<file path="config.mk">
export PLATFORM = sky130hd
export DESIGN_NAME = kpc_ctrl
export DESIGN_NICKNAME = d
export VERILOG_FILES = /design/src/hw/rtl/kpc_pkg.sv /design/src/hw/rtl/kpc_ctrl.sv
export SDC_FILE = /design/constraint.sdc
export NUM_CORES = 1
export LEC_CHECK = 0
export BUFFER_PORTS_ARGS = -buffer_cell sky130_fd_sc_hd__buf_2
export CAP_MARGIN = 30
export CORE_MARGIN = 2
export CORE_UTILIZATION = 40
export DETAILED_ROUTE_END_ITERATION = 7
export PLACE_DENSITY = 0.65
export SLEW_MARGIN = 20
export SYNTH_ARGS = -nofsm -noshare
export SYNTH_HDL_FRONTEND = slang
export SYNTH_SLANG_ARGS = --single-unit
</file>
<file path="constraint.sdc">
create_clock -name clk -period 3.05 [get_ports clk]
set_input_delay 0.305 -clock clk [delete_from_list [all_inputs] [get_ports clk]]
set_output_delay 0.305 -clock clk [all_outputs]
set_load 0.05 [all_outputs]
</file>
<file path="src/hw/rtl/kpc_pkg.sv">
// kpc_pkg: shared constants, payload types and controller command/status types
`default_nettype none

package kpc_pkg;

    // sample memory depth and derived widths
    localparam int CAPACITY = 4096;
    localparam int ADDR_W   = $clog2(CAPACITY);
    localparam int FILL_W   = $clog2(CAPACITY + 1);
    localparam int SAMPLE_W = 32;
    localparam int CFG_W    = 32;
    localparam int CLASS_W  = 23;
    localparam int PAIRS_W  = 13;

    localparam logic [CLASS_W-1:0] CLASS_MAX = {CLASS_W{1'b1}};

    // configuration register indexes
    typedef enum logic [1:0] {
        REG_NODATA_FIRST     = 2'd0,
        REG_NODATA_FIRST_EN  = 2'd1,
        REG_NODATA_SECOND    = 2'd2,
        REG_NODATA_SECOND_EN = 2'd3
    } reg_index_t;

    // one input pixel pair
    typedef struct packed {
        logic signed [SAMPLE_W-1:0] first_sample;
        logic signed [SAMPLE_W-1:0] second_sample;
        logic                       last_pixel;
    } item_t;

    // one result record
    typedef struct packed {
        logic [PAIRS_W-1:0] pair_count;
        logic [CLASS_W-1:0] concordant_count;
        logic [CLASS_W-1:0] discordant_count;
        logic [CLASS_W-1:0] tied_first_only;
        logic [CLASS_W-1:0] tied_second_only;
        logic [CLASS_W-1:0] tied_both;
        logic               overflowed;
        logic               status;
    } result_t;

    // controller states
    typedef enum logic [2:0] {
        ST_IDLE,
        ST_START,
        ST_PIVOT,
        ST_SCAN,
        ST_DRAIN,
        ST_EMIT
    } state_t;

    // commands from controller to datapath
    typedef struct packed {
        logic              store;      // accept the item on the input port
        logic              rd_pivot;   // read issued is the pivot entry
        logic              rd_cmp;     // read issued is a compare entry
        logic [ADDR_W-1:0] rd_addr;
        logic              emit;       // latch result and clear the frame
    } cmd_t;

    // status from datapath to controller
    typedef struct packed {
        logic [FILL_W-1:0] fill;
    } stat_t;

endpackage

`default_nettype wire

</file>
<file path="src/hw/rtl/kpc_ctrl.sv">
// kpc_ctrl: controller that sequences loading and the pairwise pass
`default_nettype none

module kpc_ctrl (
    input  wire logic          clk,
    input  wire logic          rst_n,
    input  wire logic          start,
    input  wire logic          last_pixel,
    input  kpc_pkg::stat_t     stat,
    output logic               busy,
    output kpc_pkg::cmd_t      cmd
);

    kpc_pkg::state_t state_reg, state_next;
    logic [kpc_pkg::ADDR_W-1:0] i_reg, i_next;
    logic [kpc_pkg::ADDR_W-1:0] j_reg, j_next;
    logic                       accept;
    logic                       j_at_end;
    logic                       i_at_end;

    assign accept   = start && (state_reg == kpc_pkg::ST_IDLE);
    assign j_at_end = ({1'b0, j_reg} == (stat.fill - kpc_pkg::FILL_W'(1)));
    assign i_at_end = ({1'b0, i_reg} == (stat.fill - kpc_pkg::FILL_W'(2)));

    // state register and index counters
    always_ff @(posedge clk or negedge rst_n)
    begin
        if (!rst_n)
        begin
            state_reg <= kpc_pkg::ST_IDLE;
            i_reg     <= '0;
            j_reg     <= '0;
        end
        else
        begin
            state_reg <= state_next;
            i_reg     <= i_next;
            j_reg     <= j_next;
        end
    end

    // next state and index counters
    always_comb
    begin
        state_next = state_reg;
        i_next     = i_reg;
        j_next     = j_reg;
        unique case (state_reg)
            kpc_pkg::ST_IDLE:
            begin
                if (accept && last_pixel)
                begin
                    state_next = kpc_pkg::ST_START;
                end
            end
            kpc_pkg::ST_START:
            begin
                i_next = '0;
                if (stat.fill < kpc_pkg::FILL_W'(2))
                begin
                    state_next = kpc_pkg::ST_EMIT;
                end
                else
                begin
                    state_next = kpc_pkg::ST_PIVOT;
                end
            end
            kpc_pkg::ST_PIVOT:
            begin
                j_next     = i_reg + kpc_pkg::ADDR_W'(1);
                state_next = kpc_pkg::ST_SCAN;
            end
            kpc_pkg::ST_SCAN:
            begin
                j_next = j_reg + kpc_pkg::ADDR_W'(1);
                if (j_at_end)
                begin
                    if (i_at_end)
                    begin
                        state_next = kpc_pkg::ST_DRAIN;
                    end
                    else
                    begin
                        i_next     = i_reg + kpc_pkg::ADDR_W'(1);
                        state_next = kpc_pkg::ST_PIVOT;
                    end
                end
            end
            kpc_pkg::ST_DRAIN:
            begin
                state_next = kpc_pkg::ST_EMIT;
            end
            kpc_pkg::ST_EMIT:
            begin
                state_next = kpc_pkg::ST_IDLE;
            end
            default:
            begin
                state_next = kpc_pkg::ST_IDLE;
            end
        endcase
    end

    // command outputs
    always_comb
    begin
        busy         = (state_reg != kpc_pkg::ST_IDLE);
        cmd.store    = accept;
        cmd.rd_pivot = 1'b0;
        cmd.rd_cmp   = 1'b0;
        cmd.rd_addr  = j_reg;
        cmd.emit     = 1'b0;
        unique case (state_reg)
            kpc_pkg::ST_PIVOT:
            begin
                cmd.rd_pivot = 1'b1;
                cmd.rd_addr  = i_reg;
            end
            kpc_pkg::ST_SCAN:
            begin
                cmd.rd_cmp  = 1'b1;
                cmd.rd_addr = j_reg;
            end
            kpc_pkg::ST_EMIT:
            begin
                cmd.emit = 1'b1;
            end
            default:
            begin
                cmd.rd_addr = j_reg;
            end
        endcase
    end

    // the compare index always runs ahead of the pivot
    a_scan_order: assert property (@(posedge clk) disable iff (!rst_n)
        (state_reg == kpc_pkg::ST_SCAN) |-> (j_reg > i_reg))
        else $error("compare index not above pivot index");

    // a result is followed by a return to idle
    a_emit_idle: assert property (@(posedge clk) disable iff (!rst_n)
        (state_reg == kpc_pkg::ST_EMIT) |=> (state_reg == kpc_pkg::ST_IDLE))
        else $error("controller did not return to idle after result");

    // an item without the last mark keeps the block ready
    a_load_ready: assert property (@(posedge clk) disable iff (!rst_n)
        (accept && !last_pixel) |=> !busy)
        else $error("block went busy on a non-final item");

    // a pass starts only on a final item
    a_pass_start: assert property (@(posedge clk) disable iff (!rst_n)
        (state_reg == kpc_pkg::ST_START) |-> $past(accept && last_pixel))
        else $error("pass started without a final item");

endmodule

`default_nettype wire

</file>
* Yosys cells after proc, flatten, opt, wreduce, memory -nomap -nowiden *
Index checks and enable logic that the tools add are counted.

operators by class
  add/subtract/negate cells = 4
  order comparisons = 1
  equality and inequality tests = 10
  multiplexer cells = 13
  reductions and logical operators = 8

operator list
  kind                                                                            number
  12-bit case mux with 2 select lines                                             2
  12-bit 2-to-1 mux                                                               3
  12-bit by 13-bit == test with 1-bit output                                      2
  12-bit by 1-bit adder with 12-bit output (second input constant)                2
  3-bit case mux with 5 select lines                                              1
  13-bit by 2-bit less-than comparator with 1-bit output (second input constant)  1
  13-bit by 1-bit subtractor with 13-bit output (second input constant)           1
  13-bit by 2-bit subtractor with 13-bit output (second input constant)           1
  3-bit 2-to-1 mux                                                                4
  3-bit by 2-bit == test with 1-bit output (second input constant)                2
  3-bit == test (second input constant)                                           2
  2-bit inequality test (second input constant)                                   2
  2-bit nonzero test                                                              2
  3-bit by 1-bit == test with 1-bit output (second input constant)                1
  3-bit logical NOT                                                               1
  1-bit 2-to-1 mux                                                                3
  3-bit AND reduction                                                             1
  3-bit nonzero test                                                              1
  1-bit logical AND                                                               2
  2-bit by 1-bit inequality test with 1-bit output (second input constant)        1
  2-bit AND reduction                                                             1

word-level totals
  bits in registers = 27
  logic and storage cells = 39
  output and inout bits = 17

* Logic depth before layout (Yosys ltp) *
  depth after elaboration = 5
  gate-level depth with buffers = 11
  depth with buffers taken out = 10

* Worst setup path before layout *
OpenSTA, ideal clock, no wires.

  path type = reg2out
  from = register state_reg[2]
  to = output cmd[1] (netlist name)
  path slack = 0.398 ns
  arrival = 2.347 ns
  stages on the path, launching flop included = 6
  path buffers = 2
  path through = dfrtp_1 > nand2b_1 > or2_2 > clkbuf_1 > clkbuf_1 > o21ai_0

RTL lines
  what                    RTL line        RTL
  start, declared         kpc_ctrl.sv:14  kpc_pkg::state_t state_reg, state_next;
  start signal, assigned  kpc_ctrl.sv:30  state_reg <= kpc_pkg::ST_IDLE;
  start signal, assigned  kpc_ctrl.sv:36  state_reg <= state_next;
  end, declared           kpc_ctrl.sv:11  output kpc_pkg::cmd_t cmd

* Worst setup path in the final report *
  from = input stat[1] (netlist name)
  to = register i_reg[6] (netlist name)

between the ends
  cells in the longest elaborated chain, start to end = 4

ends and longest elaborated chain
  what                                                                                                            RTL line                        RTL
  start, declared                                                                                                 kpc_ctrl.sv:9                   input kpc_pkg::stat_t stat,
  13-bit by 2-bit subtractor with 13-bit output or 13-bit by 1-bit subtractor with 13-bit output (tied branches)  kpc_ctrl.sv:23, kpc_ctrl.sv:22
  12-bit by 13-bit == test with 1-bit output, on equally long branches                                            kpc_ctrl.sv:23, kpc_ctrl.sv:22
  2-bit inequality test (no source line)                                                                          -
  3-bit AND reduction (no source line) *                                                                          -
  end signal, assigned                                                                                            kpc_ctrl.sv:37                  i_reg <= i_next;
  end, declared                                                                                                   kpc_ctrl.sv:15                  logic [kpc_pkg::ADDR_W-1:0] i_reg, i_next;

Mark *: on every way between the ends. The rest lies on a longest branch, timed or not.
A chain may end at the register's enable or synchronous reset.

==> results.md <==
* Fmax at 355 MHz
* Post-synth EDFFs at 0
* CP top delay family: simple AND/OR/NAND/NOR gates
* Post-DP HPWL at 5440 um
* RR Startpoint: j_reg[9]
* Via density at 5.65
* R2R cell count at 8
* Commonest non-fill, non-tap cell in the layout: nand2_1
* Clock network fraction of total power at 12.1%
* Post-DRT Antenna Nets at 0
* Synth Register Bits at 27
* Tmin final at 2.82 ns
* Reg2Reg Setup Slack at 0.54 ns
* Crit path required time at 3.26 ns
* Port bufs at 33
* Ys flop type: dfrtp_1
* Cts hold-fix bufs at 0
* Core area at 6390 um^2
* Max stage delay on crit path at 0.56 ns
* Peak VDD IR at 399 uV
* Worst slew pin tran at 0.665 ns
* Relative slew slack at 55.7%
* Setup TNS at 0 ns
* Highest-delay cell along the critical path: nor3b_1
* CP cell instances: buf_2, inv_1, ha_1, nor3b_1, a21oi_1, o21ai_0, a31oi_1, nor4_2, o31ai_4, or4_1, nand3_1
* DR WL/cell at 15.6 um
* Pre-CTS setup slack at 0.00624 ns
* Antenna violations before repair at 0
* Area Overhead vs Synth at 9.18%
* Final net count at 400
* Most frequent cells in the layout: 59 x nand2_1, 33 x buf_2, 28 x xnor2_1
* Combinational group share of total power at 50.6%
* RSZ-0062 raised after global routing: no
* Sw Share at 51.3%
* Syn nets at 386
* Met1 wire length at 3390 um
* Seq/Total Area, Yosys at 25.4%
* Worst setup SP type: input pin
* Setup Fix Bufs, Post-CTS at 0
* Post-route DRC violation count at 0
* Highest routed layer: met4
* Synth warn at 0
* Wire length on met2 at 3350 um
* Via count at 2572
* Total power at 1.76 mW
* Finish-stage setup viols at 0
* Site Rows at 29
* Die Span Y at 85.5 um
* HP Class: in -> async
* Crit path buf inv count at 2
* Final period util at 92.4%
* DRT iter0 DRCs at 179
* Total routed wirelength at 7080 um
* CTS clk-pin slew, worst paths at 0.10 ns
* Num CTS Buffers at 3
* Final GP Congestion at 0.888
* Clk Tree Root Cell: clkbuf_8
* Largest net degree at the start of global routing at 28
* Antenna Diode Count at 0
* Max cap viols at 0
* Reg-to-reg critical path endpoint: i_reg[6]
* Initial Util at 41.6%
* Crit end category: flop
* Clock Skew at 0.00717 ns
* Power density over cell area at 607 nW/um^2
* H-tree depth at 1
* Final worst slack at 0.231 ns
* Later-pin clock latency in the skew report at 0.28 ns
* Final hold vios at 0
* First-pass GRT wire length at 11700 um
* Mapped Avg Cell Area at 7.28 um^2
* Pint at 0.858 mW
* Total GRT Usage at 19.9%
* Leakage power total at 1.26 nW
* Number of global-route vias before repair at 2389
* Seq pwr share at 37.3%
* CTS tree: yes
* Crit path arrival time at 3.03 ns
* Fraction of layout cells with a size suffix above 1 at 15.1%
* Worst Path Max Fanout at 7
* Met3 WL at 269 um
* Psw at 0.905 mW
* Die Span X at 85.5 um
* Sink Count at 27
* Die Area at 7320 um^2
* Status: finished clean
* Slew Limit Fails at 0
* Synth async-reset ratio at 100%
* Critical path class: in -> reg
* Grt ovf at 0
* DR pass1 iterations at 4
* Yosys cell types at 45
* CTS resizes at 0
* Post-Syn Area at 2660 um^2
* Clock buffer depth at 2
* Cells after Synth at 365
* Top Ports at 34
[area by class of cell]
class | count | area [um^2]
clock buffer | 4 | 45.0
fill | 638 | 3480
inverter | 12 | 45.0
multi-input combinational | 289 | 1770
sequential | 27 | 676
tap | 77 | 96.3
timing repair buffer | 46 | 275
[how the worst max path moves through the flow]
| stage | from | to | depth (start not counted) |
|---|---|---|---|
| after floorplan | state_reg[2] | cmd[1] | 5 |
| after global placement | stat[0] | i_reg[6] | 11 |
| after detailed placement | stat[1] | i_reg[6] | 11 |
| after CTS | stat[1] | i_reg[6] | 11 |
| after global routing | stat[1] | i_reg[6] | 11 |
| final | stat[1] | i_reg[6] | 11 |
[through the flow]
stage                     instances  util [%]  area (um^2)  hold slack, ns
after global placement          451      44.7         2860           0.376
final                           455      45.5         2900          0.0425
after CTS                       455      45.5         2900          0.0678
after floorplan                 365         -         2660         0.00941
after global routing            455      45.5         2900          0.0862
after detailed placement        451      44.7         2860           0.375
[power by group through the flow]
stage | Clock (mW) | Combinational (mW) | Sequential [mW]
final | 0.214 | 0.892 | 0.657
after global routing | 0.228 | 0.974 | 0.684
after CTS | 0.217 | 0.894 | 0.655
after detailed placement | 0 | 0.890 | 0.662
after global placement | 0 | 0.881 | 0.663
after floorplan | 0 | 0.828 | 0.526
[synthesized netlist by cell type, drive strengths merged, types with 5 or more instances]
cell type | n | area share [%]
buf | 11 | 2.8
nand2b | 5 | 1.2
and3 | 9 | 2.1
a21oi | 18 | 3.5
o211ai | 12 | 3.6
nand2 | 59 | 8.3
o22ai | 10 | 2.4
nor2 | 15 | 2.1
nor3 | 11 | 2.1
nand3 | 27 | 5.1
xnor2 | 28 | 9.2
a22oi | 6 | 1.7
inv | 12 | 1.7
xor2 | 12 | 4.0
clkbuf | 26 | 3.7
or3 | 8 | 1.9
or4 | 5 | 1.4
dfrtp | 27 | 25
o21ai | 16 | 3.0
nor4 | 7 | 1.9
[kinds of logic (layout without fill, tap and decap cells)]
| family | after synthesis | in the layout | synth area share, % |
|---|---|---|---|
| flip-flops | 27 | 27 | 25.4 |
| XOR/XNOR | 40 | 40 | 13.2 |
| buffers and inverters | 49 | 62 | 8.19 |
| AND/OR/NAND/NOR | 162 | 162 | 30.2 |
| AO/OA/AOI/OAI | 80 | 80 | 20.0 |
| multiplexers | 3 | 3 | 1.13 |
| adder cells (fa/ha/maj) | 4 | 4 | 1.88 |
[metal layers]
| metal | track usage (%) | vias to the layer above |
|---|---|---|
| met5 | 0 | - |
| li1 | - | 1308 |
| met4 | 4.47 | 0 |
| met3 | 2.12 | 6 |
| met1 | 28.0 | 1208 |
| met2 | 33.1 | 50 |
No activity file was read; power rests on OpenSTA's default activity.
